### config.mk
export PLATFORM = sky130hd
export DESIGN_NAME = source_text_tokenizer_top
export DESIGN_NICKNAME = d
export VERILOG_FILES = /design/src/hdl/stt_pkg.sv /design/src/hdl/source_text_tokenizer_top.sv /design/src/hdl/stt_kw_match.sv
export SDC_FILE = /design/constraint.sdc
export NUM_CORES = 1
export LEC_CHECK = 0
export ABC_AREA = 1
export BUFFER_PORTS_ARGS = -buffer_cell sky130_fd_sc_hd__buf_4
export CORE_MARGIN = 3
export CORE_UTILIZATION = 50
export DETAILED_ROUTE_END_ITERATION = 6
export GPL_ROUTABILITY_DRIVEN = 0
export PLACE_DENSITY = 0.74
export SYNTH_ARGS = -nofsm -noshare
export SYNTH_HDL_FRONTEND = slang
export SYNTH_SLANG_ARGS = --single-unit
export TNS_END_PERCENT = 100
### constraint.sdc
create_clock -name aclk -period 5.2 [get_ports aclk]
set_input_delay 0.52 -clock aclk [delete_from_list [all_inputs] [get_ports aclk]]
set_output_delay 0.52 -clock aclk [all_outputs]
set_load 0.02 [all_outputs]
### src/hdl/stt_pkg.sv
// Shared types, token codes and keyword table of the source text tokenizer.
package stt_pkg;

    localparam int MAX_COMMENT_DEPTH = 15;
    localparam int DEPTH_W = $clog2(MAX_COMMENT_DEPTH + 1);
    localparam int KW_CHARS = 8;
    localparam int KW_COUNT = 28;

    typedef enum logic [3:0] {
        M_IDLE, M_LINE, M_BLOCK, M_IDENT, M_INT, M_FRAC, M_ESIGN,
        M_EFIRST, M_EDIG, M_STRD, M_STRS, M_OP, M_DOT2
    } mode_t;

    localparam logic [6:0] K_LPAREN   = 7'd0;
    localparam logic [6:0] K_RPAREN   = 7'd1;
    localparam logic [6:0] K_LBRACE   = 7'd2;
    localparam logic [6:0] K_RBRACE   = 7'd3;
    localparam logic [6:0] K_LBRACK   = 7'd4;
    localparam logic [6:0] K_RBRACK   = 7'd5;
    localparam logic [6:0] K_COMMA    = 7'd6;
    localparam logic [6:0] K_DOT      = 7'd7;
    localparam logic [6:0] K_COLON    = 7'd8;
    localparam logic [6:0] K_SEMI     = 7'd9;
    localparam logic [6:0] K_PLUS     = 7'd10;
    localparam logic [6:0] K_MINUS    = 7'd11;
    localparam logic [6:0] K_STAR     = 7'd12;
    localparam logic [6:0] K_SLASH    = 7'd13;
    localparam logic [6:0] K_PERCENT  = 7'd14;
    localparam logic [6:0] K_POW      = 7'd15;
    localparam logic [6:0] K_PLUS_EQ  = 7'd16;
    localparam logic [6:0] K_MINUS_EQ = 7'd17;
    localparam logic [6:0] K_STAR_EQ  = 7'd18;
    localparam logic [6:0] K_SLASH_EQ = 7'd19;
    localparam logic [6:0] K_ASSIGN   = 7'd20;
    localparam logic [6:0] K_EQ       = 7'd21;
    localparam logic [6:0] K_NE       = 7'd22;
    localparam logic [6:0] K_GT       = 7'd23;
    localparam logic [6:0] K_GE       = 7'd24;
    localparam logic [6:0] K_LT       = 7'd25;
    localparam logic [6:0] K_LE       = 7'd26;
    localparam logic [6:0] K_ARROW    = 7'd27;
    localparam logic [6:0] K_FATARROW = 7'd28;
    localparam logic [6:0] K_PIPE     = 7'd29;
    localparam logic [6:0] K_QUEST    = 7'd30;
    localparam logic [6:0] K_DOTDOT   = 7'd31;
    localparam logic [6:0] K_ELLIPSIS = 7'd32;
    localparam logic [6:0] K_HASH     = 7'd33;
    localparam logic [6:0] K_IDENT    = 7'd34;
    localparam logic [6:0] K_STRING   = 7'd35;
    localparam logic [6:0] K_INT      = 7'd36;
    localparam logic [6:0] K_FLOAT    = 7'd37;
    localparam logic [6:0] K_KW0      = 7'd38;
    localparam logic [6:0] K_ERROR    = 7'd66;
    localparam logic [6:0] K_EOF      = 7'd67;
    localparam logic [6:0] K_NEWLINE  = 7'd68;

    localparam logic [2:0] E_NONE     = 3'd0;
    localparam logic [2:0] E_BAD_NUM  = 3'd1;
    localparam logic [2:0] E_UNTERM   = 3'd2;
    localparam logic [2:0] E_UNEXPECT = 3'd3;
    localparam logic [2:0] E_BAR      = 3'd4;
    localparam logic [2:0] E_BANG     = 3'd5;

    localparam logic [7:0] CH_NUL = 8'h00;
    localparam logic [7:0] CH_TAB = 8'h09;
    localparam logic [7:0] CH_NL  = 8'h0A;
    localparam logic [7:0] CH_CR  = 8'h0D;
    localparam logic [7:0] CH_DQ  = 8'h22;
    localparam logic [7:0] CH_SQ  = 8'h27;
    localparam logic [7:0] CH_BSL = 8'h5C;

    typedef struct packed {
        logic [6:0]  kind;
        logic [2:0]  err;
        logic [23:0] start;
        logic [15:0] len;
        logic [19:0] line;
        logic [15:0] col;
    } token_t;

    // The first character of a keyword sits in the top byte, unused bytes are zero.
    localparam logic [63:0] KW_TEXT [KW_COUNT] = '{
        {"let", 40'd0}, {"mut", 40'd0}, {"fn", 48'd0}, {"return", 16'd0},
        {"if", 48'd0}, {"elif", 32'd0}, {"else", 32'd0}, {"for", 40'd0},
        {"while", 24'd0}, {"in", 48'd0}, {"break", 24'd0}, {"continue"},
        {"match", 24'd0}, {"struct", 16'd0}, {"impl", 32'd0}, {"use", 40'd0},
        {"self", 32'd0}, {"true", 32'd0}, {"false", 24'd0}, {"none", 32'd0},
        {"and", 40'd0}, {"or", 48'd0}, {"not", 40'd0}, {"is", 48'd0},
        {"print", 24'd0}, {"spawn", 24'd0}, {"async", 24'd0}, {"await", 24'd0}
    };

    localparam logic [3:0] KW_LEN [KW_COUNT] = '{
        4'd3, 4'd3, 4'd2, 4'd6, 4'd2, 4'd4, 4'd4, 4'd3, 4'd5, 4'd2,
        4'd5, 4'd8, 4'd5, 4'd6, 4'd4, 4'd3, 4'd4, 4'd4, 4'd5, 4'd4,
        4'd3, 4'd2, 4'd3, 4'd2, 4'd5, 4'd5, 4'd5, 4'd5
    };

endpackage

### src/hdl/source_text_tokenizer_top.sv
// Top level of the source text tokenizer: scan engine and token output stage.
//
// The input channel takes one source byte per word, or an end mark; a zero
// byte also ends the text. The output channel gives one token record per word,
// with m_last_of_run set on the final token that a source word caused.
// The scan engine performs one scanning step per cycle while the output
// register is free: a step consumes lookahead bytes, closes a lexeme,
// changes scan mode or waits for a second byte. The next byte is accepted
// in the same cycle in which the engine finishes with the previous one.
// Closing a lexeme and starting the next are separate steps.
// A token is held in a pending register until the engine knows whether
// another follows from the same byte, then moves to the output register.
// While the receiver stalls, the engine halts once the output register is
// full and s_ready drops. After the end token all further words are accepted
// and dropped until reset. Reset empties the lookahead, sets line and column
// to one and clears the other counters and the valid flags, not the token records.
module source_text_tokenizer_top
    import stt_pkg::*;
(
    input  logic        aclk,
    input  logic        aresetn,
    input  logic        s_valid,
    output logic        s_ready,
    input  logic [7:0]  s_char_byte,
    input  logic        s_end_of_text,
    output logic        m_valid,
    input  logic        m_ready,
    output logic [6:0]  m_token_kind,
    output logic [2:0]  m_error_code,
    output logic [23:0] m_token_start,
    output logic [15:0] m_token_length,
    output logic [19:0] m_token_line,
    output logic [15:0] m_token_column,
    output logic        m_last_of_run
);

    localparam logic [23:0] POS_MAX  = '1;
    localparam logic [19:0] LINE_MAX = '1;

    function automatic logic [23:0] sat_add24(input logic [23:0] a, input logic [1:0] d);
        logic [24:0] s;
        s = {1'b0, a} + 25'(d);
        return s[24] ? POS_MAX : s[23:0];
    endfunction

    function automatic logic [15:0] sat_add16(input logic [15:0] a, input logic [1:0] d);
        logic [16:0] s;
        s = {1'b0, a} + 17'(d);
        return s[16] ? 16'hFFFF : s[15:0];
    endfunction

    function automatic logic is_digit(input logic [7:0] c);
        return c >= "0" && c <= "9";
    endfunction

    function automatic logic is_alpha(input logic [7:0] c);
        return (c >= "a" && c <= "z") || (c >= "A" && c <= "Z") || c == "_";
    endfunction

    mode_t        mode_reg, mode_next, it_mode;
    logic [7:0]   la0_reg, la0_next, it_la0;
    logic [7:0]   la1_reg, la1_next, it_la1;
    logic [1:0]   cnt_reg, cnt_next, it_cnt;
    logic [63:0]  prefix_reg, prefix_next, it_prefix;
    logic [15:0]  len_reg, len_next, it_len;
    logic [23:0]  start_reg, start_next, it_start;
    logic [23:0]  pos_reg, pos_next, it_pos;
    logic [19:0]  line_reg, line_next, it_line;
    logic [15:0]  col_reg, col_next, it_col;
    logic [15:0]  tcol_reg, tcol_next, it_tcol;
    logic [DEPTH_W-1:0] depth_reg, depth_next, it_depth;
    logic         float_reg, float_next, it_float;
    logic         ended_reg, ended_next;
    logic [2:0]   resn_reg, resn_next, it_resn;
    logic         run_reg, run_next;

    token_t       pend_reg, pend_next;
    logic         pend_valid_reg, pend_valid_next;
    logic         pend_last_reg, pend_last_next;
    token_t       out_reg, out_next;
    logic         out_valid_reg, out_valid_next;
    logic         out_last_reg, out_last_next;

    logic [6:0]   kw_kind;
    logic         go, stop, out_free, accept;
    logic         it_emit;
    token_t       it_tok;

    stt_kw_match u_kw (
        .prefix (prefix_reg),
        .len    (len_reg),
        .kind   (kw_kind)
    );

    assign out_free = !out_valid_reg || m_ready;
    assign go = run_reg && out_free;

    // One scanning step on the registered state.
    always_comb begin
        logic [7:0]  c0, c1, f;
        logic        av0, av1, halt, stop_now, col_one, take;
        logic [1:0]  ncons, eff;
        logic [15:0] len_b, col_b;
        logic [6:0]  k;
        logic [2:0]  e;
        logic [DEPTH_W-1:0] d;
        av0 = cnt_reg != 2'd0 || ended_reg;
        av1 = cnt_reg == 2'd2 || ended_reg;
        c0 = (cnt_reg != 2'd0) ? la0_reg : CH_NUL;
        c1 = (cnt_reg == 2'd2) ? la1_reg : CH_NUL;
        f = prefix_reg[63:56];
        stop_now = !av0 || resn_reg >= 3'd4;
        halt = 1'b0;
        col_one = 1'b0;
        take = 1'b0;
        k = K_ERROR;
        e = E_NONE;
        d = '0;
        ncons = 2'd0;
        len_b = len_reg;
        col_b = col_reg;
        it_mode = mode_reg;
        it_prefix = prefix_reg;
        it_start = start_reg;
        it_line = line_reg;
        it_tcol = tcol_reg;
        it_depth = depth_reg;
        it_float = float_reg;
        it_emit = 1'b0;
        it_tok.kind = K_ERROR;
        it_tok.err = E_NONE;
        if (!stop_now) begin
            case (mode_reg)
                M_IDLE: begin
                    if (c0 == " " || c0 == CH_CR || c0 == CH_TAB) begin
                        ncons = 2'd1;
                    end else if ((c0 == "-" || c0 == "{") && !av1) begin
                        halt = 1'b1;
                    end else if (c0 == "-" && c1 == "-") begin
                        it_mode = M_LINE;
                    end else if (c0 == "{" && c1 == "-") begin
                        ncons = 2'd2;
                        it_depth = DEPTH_W'(1);
                        it_mode = M_BLOCK;
                    end else begin
                        it_start = pos_reg;
                        it_tcol = col_reg;
                        len_b = '0;
                        if (c0 == CH_NUL) begin
                            it_emit = 1'b1;
                            it_tok.kind = K_EOF;
                            halt = 1'b1;
                        end else begin
                            ncons = 2'd1;
                            it_emit = 1'b1;
                            case (c0)
                                CH_NL: begin
                                    it_line = (line_reg == LINE_MAX) ? line_reg : line_reg + 20'd1;
                                    col_one = 1'b1;
                                    it_tok.kind = K_NEWLINE;
                                end
                                "(": it_tok.kind = K_LPAREN;
                                ")": it_tok.kind = K_RPAREN;
                                "{": it_tok.kind = K_LBRACE;
                                "}": it_tok.kind = K_RBRACE;
                                "[": it_tok.kind = K_LBRACK;
                                "]": it_tok.kind = K_RBRACK;
                                ",": it_tok.kind = K_COMMA;
                                ":": it_tok.kind = K_COLON;
                                ";": it_tok.kind = K_SEMI;
                                "#": it_tok.kind = K_HASH;
                                "?": it_tok.kind = K_QUEST;
                                "%": it_tok.kind = K_PERCENT;
                                "+", "-", "*", "/", "!", "=", "<", ">", "|", ".": begin
                                    it_emit = 1'b0;
                                    it_prefix = {c0, 56'd0};
                                    it_mode = M_OP;
                                end
                                CH_DQ: begin
                                    it_emit = 1'b0;
                                    it_mode = M_STRD;
                                end
                                CH_SQ: begin
                                    it_emit = 1'b0;
                                    it_mode = M_STRS;
                                end
                                default: begin
                                    if (is_alpha(c0)) begin
                                        it_emit = 1'b0;
                                        it_prefix = {c0, 56'd0};
                                        it_mode = M_IDENT;
                                    end else if (is_digit(c0)) begin
                                        it_emit = 1'b0;
                                        it_float = 1'b0;
                                        it_mode = M_INT;
                                    end else begin
                                        it_tok.err = E_UNEXPECT;
                                    end
                                end
                            endcase
                        end
                    end
                end
                M_LINE: begin
                    if (c0 == CH_NL || c0 == CH_NUL) begin
                        it_mode = M_IDLE;
                    end else begin
                        ncons = 2'd1;
                    end
                end
                M_BLOCK: begin
                    if (c0 == CH_NUL) begin
                        it_mode = M_IDLE;
                    end else if ((c0 == "{" || c0 == "-") && !av1) begin
                        halt = 1'b1;
                    end else if (c0 == "{" && c1 == "-") begin
                        ncons = 2'd2;
                        if (depth_reg < DEPTH_W'(MAX_COMMENT_DEPTH)) begin
                            it_depth = depth_reg + DEPTH_W'(1);
                        end
                    end else if (c0 == "-" && c1 == "}") begin
                        ncons = 2'd2;
                        d = (depth_reg != '0) ? depth_reg - DEPTH_W'(1) : '0;
                        it_depth = d;
                        if (d == '0) begin
                            it_mode = M_IDLE;
                        end
                    end else begin
                        if (c0 == CH_NL) begin
                            it_line = (line_reg == LINE_MAX) ? line_reg : line_reg + 20'd1;
                            col_b = '0;
                        end
                        ncons = 2'd1;
                    end
                end
                M_IDENT: begin
                    if (is_alpha(c0) || is_digit(c0)) begin
                        if (len_reg < 16'(KW_CHARS)) begin
                            it_prefix[8 * (7 - len_reg[2:0]) +: 8] = c0;
                        end
                        ncons = 2'd1;
                    end else begin
                        it_emit = 1'b1;
                        it_tok.kind = kw_kind;
                        it_mode = M_IDLE;
                    end
                end
                M_INT, M_FRAC: begin
                    if (is_digit(c0)) begin
                        ncons = 2'd1;
                    end else if (mode_reg == M_INT && c0 == "." && !av1) begin
                        halt = 1'b1;
                    end else if (mode_reg == M_INT && c0 == "." && is_digit(c1)) begin
                        it_float = 1'b1;
                        ncons = 2'd1;
                        it_mode = M_FRAC;
                    end else if (c0 == "e" || c0 == "E") begin
                        it_float = 1'b1;
                        ncons = 2'd1;
                        it_mode = M_ESIGN;
                    end else begin
                        it_emit = 1'b1;
                        it_tok.kind = float_reg ? K_FLOAT : K_INT;
                        it_mode = M_IDLE;
                    end
                end
                M_ESIGN: begin
                    if (c0 == "+" || c0 == "-") begin
                        ncons = 2'd1;
                    end
                    it_mode = M_EFIRST;
                end
                M_EFIRST: begin
                    if (is_digit(c0)) begin
                        ncons = 2'd1;
                        it_mode = M_EDIG;
                    end else begin
                        it_emit = 1'b1;
                        it_tok.err = E_BAD_NUM;
                        it_mode = M_IDLE;
                    end
                end
                M_EDIG: begin
                    if (is_digit(c0)) begin
                        ncons = 2'd1;
                    end else begin
                        it_emit = 1'b1;
                        it_tok.kind = K_FLOAT;
                        it_mode = M_IDLE;
                    end
                end
                M_STRD, M_STRS: begin
                    if (c0 == CH_NUL) begin
                        it_emit = 1'b1;
                        it_tok.err = E_UNTERM;
                        it_mode = M_IDLE;
                    end else if (c0 == ((mode_reg == M_STRD) ? CH_DQ : CH_SQ)) begin
                        ncons = 2'd1;
                        it_emit = 1'b1;
                        it_tok.kind = K_STRING;
                        it_mode = M_IDLE;
                    end else if (c0 == CH_BSL) begin
                        if (!av1) begin
                            halt = 1'b1;
                        end else begin
                            ncons = (c1 != CH_NUL) ? 2'd2 : 2'd1;
                        end
                    end else begin
                        if (c0 == CH_NL) begin
                            it_line = (line_reg == LINE_MAX) ? line_reg : line_reg + 20'd1;
                            col_b = '0;
                        end
                        ncons = 2'd1;
                    end
                end
                M_OP: begin
                    take = 1'b1;
                    case (f)
                        "+": begin
                            if (c0 == "=") k = K_PLUS_EQ;
                            else begin take = 1'b0; k = K_PLUS; end
                        end
                        "-": begin
                            if (c0 == ">") k = K_ARROW;
                            else if (c0 == "=") k = K_MINUS_EQ;
                            else begin take = 1'b0; k = K_MINUS; end
                        end
                        "*": begin
                            if (c0 == "*") k = K_POW;
                            else if (c0 == "=") k = K_STAR_EQ;
                            else begin take = 1'b0; k = K_STAR; end
                        end
                        "/": begin
                            if (c0 == "=") k = K_SLASH_EQ;
                            else begin take = 1'b0; k = K_SLASH; end
                        end
                        "!": begin
                            if (c0 == "=") k = K_NE;
                            else begin take = 1'b0; e = E_BANG; end
                        end
                        "=": begin
                            if (c0 == "=") k = K_EQ;
                            else if (c0 == ">") k = K_FATARROW;
                            else begin take = 1'b0; k = K_ASSIGN; end
                        end
                        "<": begin
                            if (c0 == "=") k = K_LE;
                            else begin take = 1'b0; k = K_LT; end
                        end
                        ">": begin
                            if (c0 == "=") k = K_GE;
                            else begin take = 1'b0; k = K_GT; end
                        end
                        "|": begin
                            if (c0 == ">") k = K_PIPE;
                            else begin take = 1'b0; e = E_BAR; end
                        end
                        ".": begin
                            if (c0 != ".") begin take = 1'b0; k = K_DOT; end
                        end
                        default: begin
                            take = 1'b0;
                            e = E_BAR;
                        end
                    endcase
                    ncons = take ? 2'd1 : 2'd0;
                    if (f == "." && c0 == ".") begin
                        it_mode = M_DOT2;
                    end else begin
                        it_emit = 1'b1;
                        it_tok.kind = k;
                        it_tok.err = e;
                        it_mode = M_IDLE;
                    end
                end
                M_DOT2: begin
                    it_emit = 1'b1;
                    if (c0 == ".") begin
                        ncons = 2'd1;
                        it_tok.kind = K_ELLIPSIS;
                    end else begin
                        it_tok.kind = K_DOTDOT;
                    end
                    it_mode = M_IDLE;
                end
                default: begin
                    it_mode = M_IDLE;
                end
            endcase
        end
        eff = (ncons > cnt_reg) ? cnt_reg : ncons;
        it_cnt = cnt_reg - eff;
        it_la0 = (eff == 2'd0) ? la0_reg : ((eff == 2'd1) ? la1_reg : CH_NUL);
        it_la1 = (eff == 2'd0) ? la1_reg : CH_NUL;
        it_pos = sat_add24(pos_reg, eff);
        it_len = sat_add16(len_b, eff);
        it_col = col_one ? 16'd1 : sat_add16(col_b, eff);
        it_resn = resn_reg + {2'd0, it_emit};
        it_tok.start = it_start;
        it_tok.len = it_len;
        it_tok.line = it_line;
        it_tok.col = it_tcol;
        stop = stop_now || halt || !(it_cnt != 2'd0 || ended_reg) || it_resn >= 3'd4;
    end

    assign s_ready = !run_reg || (go && stop);
    assign accept = s_valid && s_ready;

    // Scanner state update and intake of the next source word.
    always_comb begin
        mode_next = go ? it_mode : mode_reg;
        la0_next = go ? it_la0 : la0_reg;
        la1_next = go ? it_la1 : la1_reg;
        cnt_next = go ? it_cnt : cnt_reg;
        prefix_next = go ? it_prefix : prefix_reg;
        len_next = go ? it_len : len_reg;
        start_next = go ? it_start : start_reg;
        pos_next = go ? it_pos : pos_reg;
        line_next = go ? it_line : line_reg;
        col_next = go ? it_col : col_reg;
        tcol_next = go ? it_tcol : tcol_reg;
        depth_next = go ? it_depth : depth_reg;
        float_next = go ? it_float : float_reg;
        resn_next = go ? it_resn : resn_reg;
        ended_next = ended_reg;
        run_next = (go && stop) ? 1'b0 : run_reg;
        if (accept && !ended_reg) begin
            resn_next = 3'd0;
            run_next = 1'b1;
            if (s_end_of_text || s_char_byte == CH_NUL) begin
                ended_next = 1'b1;
            end else if (cnt_next == 2'd0) begin
                la0_next = s_char_byte;
                cnt_next = 2'd1;
            end else if (cnt_next == 2'd1) begin
                la1_next = s_char_byte;
                cnt_next = 2'd2;
            end
        end
    end

    // Pending token and output register.
    always_comb begin
        pend_next = pend_reg;
        pend_valid_next = pend_valid_reg;
        pend_last_next = pend_last_reg;
        out_next = out_reg;
        out_last_next = out_last_reg;
        out_valid_next = out_valid_reg && !m_ready;
        if (pend_valid_reg && pend_last_reg && out_free) begin
            out_next = pend_reg;
            out_last_next = 1'b1;
            out_valid_next = 1'b1;
            pend_valid_next = 1'b0;
        end
        if (go) begin
            if (it_emit) begin
                if (pend_valid_reg && !pend_last_reg) begin
                    out_next = pend_reg;
                    out_last_next = 1'b0;
                    out_valid_next = 1'b1;
                end
                pend_next = it_tok;
                pend_valid_next = 1'b1;
                pend_last_next = stop;
            end else if (stop && pend_valid_reg && !pend_last_reg) begin
                out_next = pend_reg;
                out_last_next = 1'b1;
                out_valid_next = 1'b1;
                pend_valid_next = 1'b0;
            end
        end
    end

    always_ff @(posedge aclk) begin
        if (!aresetn) begin
            mode_reg <= M_IDLE;
            la0_reg <= '0;
            la1_reg <= '0;
            cnt_reg <= '0;
            prefix_reg <= '0;
            len_reg <= '0;
            start_reg <= '0;
            pos_reg <= '0;
            line_reg <= 20'd1;
            col_reg <= 16'd1;
            tcol_reg <= 16'd1;
            depth_reg <= '0;
            float_reg <= 1'b0;
            ended_reg <= 1'b0;
            resn_reg <= '0;
            run_reg <= 1'b0;
            pend_valid_reg <= 1'b0;
            pend_last_reg <= 1'b0;
            out_valid_reg <= 1'b0;
            out_last_reg <= 1'b0;
        end else begin
            mode_reg <= mode_next;
            la0_reg <= la0_next;
            la1_reg <= la1_next;
            cnt_reg <= cnt_next;
            prefix_reg <= prefix_next;
            len_reg <= len_next;
            start_reg <= start_next;
            pos_reg <= pos_next;
            line_reg <= line_next;
            col_reg <= col_next;
            tcol_reg <= tcol_next;
            depth_reg <= depth_next;
            float_reg <= float_next;
            ended_reg <= ended_next;
            resn_reg <= resn_next;
            run_reg <= run_next;
            pend_valid_reg <= pend_valid_next;
            pend_last_reg <= pend_last_next;
            out_valid_reg <= out_valid_next;
            out_last_reg <= out_last_next;
        end
    end

    always_ff @(posedge aclk) begin
        pend_reg <= pend_next;
        out_reg <= out_next;
    end

    assign m_valid = out_valid_reg;
    assign m_token_kind = out_reg.kind;
    assign m_error_code = out_reg.err;
    assign m_token_start = out_reg.start;
    assign m_token_length = out_reg.len;
    assign m_token_line = out_reg.line;
    assign m_token_column = out_reg.col;
    assign m_last_of_run = out_last_reg;

endmodule

### src/hdl/stt_kw_match.sv
// Keyword lookup on the identifier prefix and length.
module stt_kw_match
    import stt_pkg::*;
(
    input  logic [63:0] prefix,
    input  logic [15:0] len,
    output logic [6:0]  kind
);

    always_comb begin
        kind = K_IDENT;
        for (int i = 0; i < KW_COUNT; i++) begin
            if (len == 16'(KW_LEN[i]) && prefix == KW_TEXT[i]) begin
                kind = K_KW0 + 7'(i);
            end
        end
    end

endmodule

Word level (Yosys, flattened, before mapping)
Cells that the tools add are included.
- add/sub/neg operators: 10
- order comparisons: 13
- eq/ne operators: 127
- shift operators: 2
- multiplexer cells: 296
- bitwise logic cells: 2
- reduce and logical (&&, ||, !) cells: 108
- operators by type and width (operator ; count):
    64-bit by 63-bit equality test with 1-bit output (second input constant) ; 28
    64-bit 2-to-1 mux ; 8
    86-bit 2-to-1 mux ; 5
    16-bit 2-to-1 mux ; 24
    20-bit 2-to-1 mux ; 15
    64-bit one-hot mux with 2 select lines ; 2
    8-bit by 6-bit equality test with 1-bit output (second input constant) ; 30
    24-bit 2-to-1 mux ; 7
    4-bit 2-to-1 mux ; 42
    8-bit 2-to-1 mux ; 14
    5-bit 2-to-1 mux ; 22
    7-bit 2-to-1 mux ; 14
    7-bit one-hot mux with 13 select lines ; 1
    8-bit by 7-bit equality test with 1-bit output (second input constant) ; 11
    1-bit 2-to-1 mux ; 87
    7-bit one-hot mux with 10 select lines ; 1
    64-bit bitwise mux ; 1
    8-bit by 34-bit variable shift with 64-bit output (first input constant) ; 1
    8-bit by 34-bit indexed part select with 64-bit output ; 1
    20-bit one-hot mux with 3 select lines ; 1
    1-bit logical AND ; 50
    10-bit 2-to-1 mux ; 5
    7-bit one-hot mux with 7 select lines ; 1
    16-bit by 3-bit equality test with 1-bit output (second input constant) ; 3
    other kinds (69) ; 184
- register bits: 388
- input bits: 13
- output and inout bits: 89
- logic and storage cells: 590

Depth between registers and ports, before layout
- depth after elaboration: 32
- gate-level depth with buffers: 36
- mapped depth without buffers: 36

By module
From an unflattened synthesis, not the netlist that was laid out.
- cell total of the unflattened synthesis: 3727
- area, all modules: 24479.7 um^2
- modules (own cells, without submodules) (module ; instances ; cells each ; area an instance (um^2) ; sequential area each (um^2)):
    source_text_tokenizer_top ; 1 ; 3349 ; 22668.0 ; 8628.3
    stt_kw_match ; 1 ; 378 ; 1811.7 ; 0.0

Least setup slack after synthesis
OpenSTA, ideal clock, no wires.
- kind: register to register
- from: reg cnt_reg[1]
- to: reg pos_reg[15]
- library setup time: 0.070 ns
- arrival time: 4.551 ns
- required time: 5.130 ns
- path slack: 0.578 ns
- stages on the path, launching flop included: 30
- buffers on the path: 2
- clock period less this slack: 4.622 ns
- path through: dfxtp_1 -> nor2_4 -> nor2_4 -> nand2_1 -> nor2_1 -> buf_2 -> nand2_1 -> nor2_1 -> nor2_1 -> nand2_1 -> o311ai_0 -> nand2_1 -> inv_1 -> ha_1 -> a22oi_1 -> nand2_1 -> nand2_1 -> ha_1 -> fa_1 -> nand4_1 -> nor3_1 -> inv_1 -> nor2_1 -> nand2_1 -> nor2_1 -> inv_1 -> nor2_1 -> inv_1 -> clkbuf_1 -> a21oi_1
- longest elaborated chain between the ends: 15
- elaborated cells on any way between the ends: 97
- those cells by class: add/sub (1); order compare (9); eq/ne (20); mux (39); reduce/logical (28)
- RTL lines (what ; RTL line ; RTL):
    start, declared ; source_text_tokenizer_top.sv:63 ; logic [1:0] cnt_reg, cnt_next, it_cnt;
    start signal, assigned ; source_text_tokenizer_top.sv:501 ; cnt_reg <= cnt_next;
    2-bit nonzero test ; source_text_tokenizer_top.sv:107, source_text_tokenizer_top.sv:109 ;
    8-bit 2-to-1 mux ; source_text_tokenizer_top.sv:109 ; c0 = (cnt_reg != 2'd0) ? la0_reg : CH_NUL;
    8-bit by 6-bit equality test with 1-bit output (on tied branches) ; - ;
    1-bit 2-to-1 mux (on tied branches) ; - ;
    1-bit 2-to-1 mux (on tied branches) ; source_text_tokenizer_top.sv:342, source_text_tokenizer_top.sv:324, source_text_tokenizer_top.sv:329 ;
    1-bit one-hot mux with 6 select lines ; source_text_tokenizer_top.sv:318 ; case (f)
    1-bit 2-to-1 mux ; source_text_tokenizer_top.sv:133 ; case (mode_reg)
    1-bit 2-to-1 mux ; source_text_tokenizer_top.sv:132 ; if (!stop_now) begin
    1-bit 2-to-1 mux ; source_text_tokenizer_top.sv:366 ; ncons = take ? 2'd1 : 2'd0;
    2-bit one-hot mux with 10 select lines ; source_text_tokenizer_top.sv:133 ;
    2-bit 2-to-1 mux ; source_text_tokenizer_top.sv:132 ;
    2-bit greater-than comparator ; source_text_tokenizer_top.sv:391 ; eff = (ncons > cnt_reg) ? cnt_reg : ncons;
    2-bit 2-to-1 mux (*) ; source_text_tokenizer_top.sv:391 ;
    24-bit by 2-bit adder with 25-bit output (*) ; source_text_tokenizer_top.sv:42 ; s = {1'b0, a} + 25'(d);
    24-bit 2-to-1 mux (*) ; source_text_tokenizer_top.sv:43 ; return s[24] ? POS_MAX : s[23:0];
    end signal, assigned ; source_text_tokenizer_top.sv:505 ; pos_reg <= pos_next;
    end, declared ; source_text_tokenizer_top.sv:67 ; logic [23:0] pos_reg, pos_next, it_pos;
Mark *: on every way between the ends. The rest lies on a longest branch, timed or not. The select of a mux whose other input is x is not followed.
A chain may end at the register's enable or synchronous reset.

Final worst setup path
- from: reg cnt_reg[1]
- to: out s_ready
- longest elaborated chain between the ends: 21
- elaborated cells on any way between the ends: 159
- those cells by class: add/sub (2); order compare (10); eq/ne (37); mux (71); reduce/logical (39)
- RTL lines (what ; RTL line ; RTL):
    parallel branches: the longest is 18 deep, another holds 8-bit by 7-bit greater-or-equal comparator with 1-bit output ; - ;
    1-bit logical OR (*) ; source_text_tokenizer_top.sv:403 ; stop = stop_now || halt || !(it_cnt != 2'd0 || ended_reg) || it_resn >= 3'd4;
    1-bit logical AND (*) ; source_text_tokenizer_top.sv:406 ; assign s_ready = !run_reg || (go && stop);
    1-bit logical OR (*) ; source_text_tokenizer_top.sv:406 ;
    end, declared ; source_text_tokenizer_top.sv:23 ; output logic s_ready,
Mark *: on every way between the ends. The select of a mux whose other input is x is not followed.

==> impl_metrics.csv <==
group,metric,value,unit
outcome,status,"finished with violations",
outcome,failed_checks,"DRC",
synth,ys.flop_type,"dfxtp_1",
pwr,switching_power,3.602,mW
place,portBuffers,101,
synth,syn-num-nets,3628,
synth,synth_area,24140,sq um
timing,skew,17.69,ps
synth,yosysUniqueCellTypes,66,
floorplan,initial_core_util,51.20,%
pwr,cellPowerDensity,376.3,nW/um^2
drt,dr_total_vias,24610,
synth,syn-mean-instance-area,6.727,sq um
timing,slew_headroom,23.23,%
floorplan,core_area,47150,sq um
final_layout,fillers,4475,
clocking,cts-hold-fix-buffers,0,
final_layout,drive_gt1_share,9.732,%
global_routing,grt_pass1_wl,112400,um
synth,yosysTopAreaCell,"dfxtp_1",
timing,max_freq,0.2034,GHz
synth,synth_edf_count,86,
synth,synth_async_sr_flop_share,0,%
floorplan,die_x,225.7,um
setup_path,start_kind,"flop",
pwr,power.share.clock,31.3,%
setup_path,cp-end-kind,"output pin",
pwr,p_leak,10.49,nW
clocking,cts_root_buf,"clkbuf_16",
drt,ant_nets,0,
clocking,htreeDepth,2,
global_routing,grt_pass1_vias,21380,
setup_path,critPathArrivalTime,4400,ps
drt,via_per_inst,5.770,
final_layout,utilization,57.46,%
pwr,peakVddDrop,0.2240,mV
clocking,worstSkewPairLatency,590,ps
timing,finalCriticalPeriod,4916,ps
timing,slew_violations,0,
synth,synth.area.top_cells,"dfxtp_1 (25%), nand2_1 (11%), edfxtp_1 (11%)",
synth,yosys.area.top_type_share,25.05,%
run,drv_cap,0,
clocking,cts_tree,"done",
drt,wl,70690,um
timing,whs,219.3,ps
global_routing,antenna_found_initial,0,
floorplan,num_rows,79,
global_routing,grt_overflow,0,
timing,worst_pin_slew,1152,ps
global_routing,grt_usage,26.78,%
final_layout,synthToLayoutAreaGrowth,12.23,%
setup_path,worstPathMaxFanout,8,
pwr,p_seq_share,38.3,%
setup_path,critical_path_required,4680,ps
clocking,cts.clk_slew.worst_paths,60,ps
pwr,intPower,6.592,mW
synth,ys_seq_area_share,35.75,%
timing,period_share,94.54,%
drt,first_iter_violations,3040,
synth,synthCells,3588,
pwr,total_power,10.19,mW
clocking,cts.sinks,388,
final_layout,final_nets,3663,
pwr,swShare,35.33,%
global_routing,grt_max_degree,137,
final_layout,diodes,0,
floorplan,boundaryPins,102,
synth,ys_ff_latch,388,
timing,tns,0,ps
floorplan,die_area,50950,sq um
setup_path,path_class,"flop to output pin",
drt,drc_errors,16,
clocking,cts_made_buffers,44,
drt,wl_per_cell,16.57,um
final_layout,largest_register_ffs,86,
pwr,power_frac_comb,30.4,%
synth,ys.warnings.count,0,
timing,finalSetupViolations,0,
place,dp_hpwl,49640,um
timing,final_hold_viol_count,0,
worst_hold_path,hold_path.class,"input pin to flop",
floorplan,die_h,225.7,um
clocking,clockBufferDepth,3,
drt,dr.pass1.iters,7,
[worst max-delay path: stages, from the launching register on]
cell     delay, ps
dfxtp_4        380
nor2_4          70
buf_4          140
nor2_4         180
nand4_1        100
buf_4          180
nor2_4         220
nand3_1        190
nand2_1        170
nor2_1          60
nand3_1        100
nand2_1         60
ha_1           290
a22oi_2        180
inv_1           60
nand3_1        130
nand2_2        140
ha_1           220
xor2_1         180
nor3_1          70
nor3_1         230
nand4_2        130
inv_2          100
o21ai_4         70
buf_6          160
[per-layer routing]
metal	global-route usage, %	routed length [um]
met4	9.656	2518
met3	4.524	6291
met1	38.56	31780
met5	0	0
met2	40.45	30100
[metrics by stage]
stage	cells	setup WS (ps)	area, sq um
3_5_place_dp	4172	15.06	25370
3_3_place_gp	4172	194.5	25370
5_1_grt	4265	-36.27	27090
6_report	4265	283.7	27090
2_1_floorplan	3588	578.3	24140
4_1_cts	4254	63.46	26860
[power by group through the flow]
stage | sequential (mW) | combinational [mW] | clock [mW]
6_report | 3.91 | 3.10 | 3.19
5_1_grt | 3.95 | 3.44 | 3.36
4_1_cts | 3.89 | 3.05 | 3.23
3_5_place_dp | 3.95 | 3.04 | 0
3_3_place_gp | 3.95 | 3.00 | 0
2_1_floorplan | 4.21 | 1.75 | 0
[kinds of logic (layout without fill, tap and decap cells)]
kind of cell | count (synthesis) | after routing | synth area share, %
AOI/OAI and AO/OA | 738 | 738 | 17.29
xor gates and xnor gates | 42 | 42 | 1.524
adders and majority gates | 27 | 27 | 1.493
buffers and inverters | 552 | 622 | 8.983
DFF | 388 | 388 | 35.75
muxes | 67 | 67 | 2.778
and+or+nand+nor | 1774 | 1774 | 32.18
[placed cells by master, fill, tap and decap left out, types with 6 or more instances in the layout]
cell type	netlist	layout
nor3_1	94	90
clkinv_1	3	11
or2_2	25	25
xnor2_1	7	7
nor3_2	2	6
nand2_1	725	716
nor4_1	25	25
nor2_2	10	20
buf_4	14	152
o21ai_1	29	29
clkbuf_1	111	10
clkbuf_16	0	46
o32ai_1	7	7
buf_12	0	6
o22ai_1	23	23
o21bai_1	21	21
mux2i_1	67	67
ha_1	24	24
edfxtp_1	86	86
nand4_1	111	111
nand3_1	232	232
a21oi_1	164	163
nor2_1	501	488
o211ai_1	77	77
inv_2	20	19
nor2_4	8	11
clkinv_2	0	6
nand3_2	7	6
o21ai_0	355	355
a211oi_1	16	16
a31oi_1	11	11
dfxtp_1	302	300
xor2_1	35	35
nand2_2	15	21
inv_1	359	355
[synthesized netlist by cell type (23+ instances only)]
| cell | instances |
|---|---|
| clkbuf_1 | 111 |
| nand2_1 | 725 |
| a21oi_1 | 164 |
| ha_1 | 24 |
| edfxtp_1 | 86 |
| buf_2 | 29 |
| o21ai_0 | 355 |
| nand3_1 | 232 |
| nor2_1 | 501 |
| xor2_1 | 35 |
| mux2i_1 | 67 |
| nor4_1 | 25 |
| or2_2 | 25 |
| o21ai_1 | 29 |
| dfxtp_1 | 302 |
| o211ai_1 | 77 |
| nand4_1 | 111 |
| nor3_1 | 94 |
| o22ai_1 | 23 |
| inv_1 | 359 |
[final cells by class]
cell class,instances,area (sq um),area share [%]
Clock buffer,60,1244,4.591
Clock inverter,21,235.2,0.8683
Inverter,382,1456,5.376
Multi-Input combinational cell,2648,13490,49.79
Sequential cell,388,8636,31.88
Tap cell,607,759.5,2.804
Timing Repair Buffer,159,1272,4.697
[timing repair]
| action | CTS | global route |
|---|---|---|
| gates resized for setup | 1 | 41 |
| endpoints found under the setup margin | 1 | 172 |
| cloned | 0 | 0 |
| pin swaps | 1 | 8 |
| setup buffers | 1 | 11 |
| endpoints found under the hold margin | 0 | 0 |
[worst paths after layout]
check / startpoint / end / slack, ps / cells after the start
worst max-delay path: cnt_reg[1] / s_ready / 280 / 24
worst min-delay path: s_char_byte[2] / la0_reg[2] / 220 / 3
worst max register to register: cnt_reg[1] / m_token_column[4] / 380 / 28
worst min register to register: prefix_reg[55] / prefix_reg[55] / 440 / 2
No activity file was read; power rests on OpenSTA's default activity.
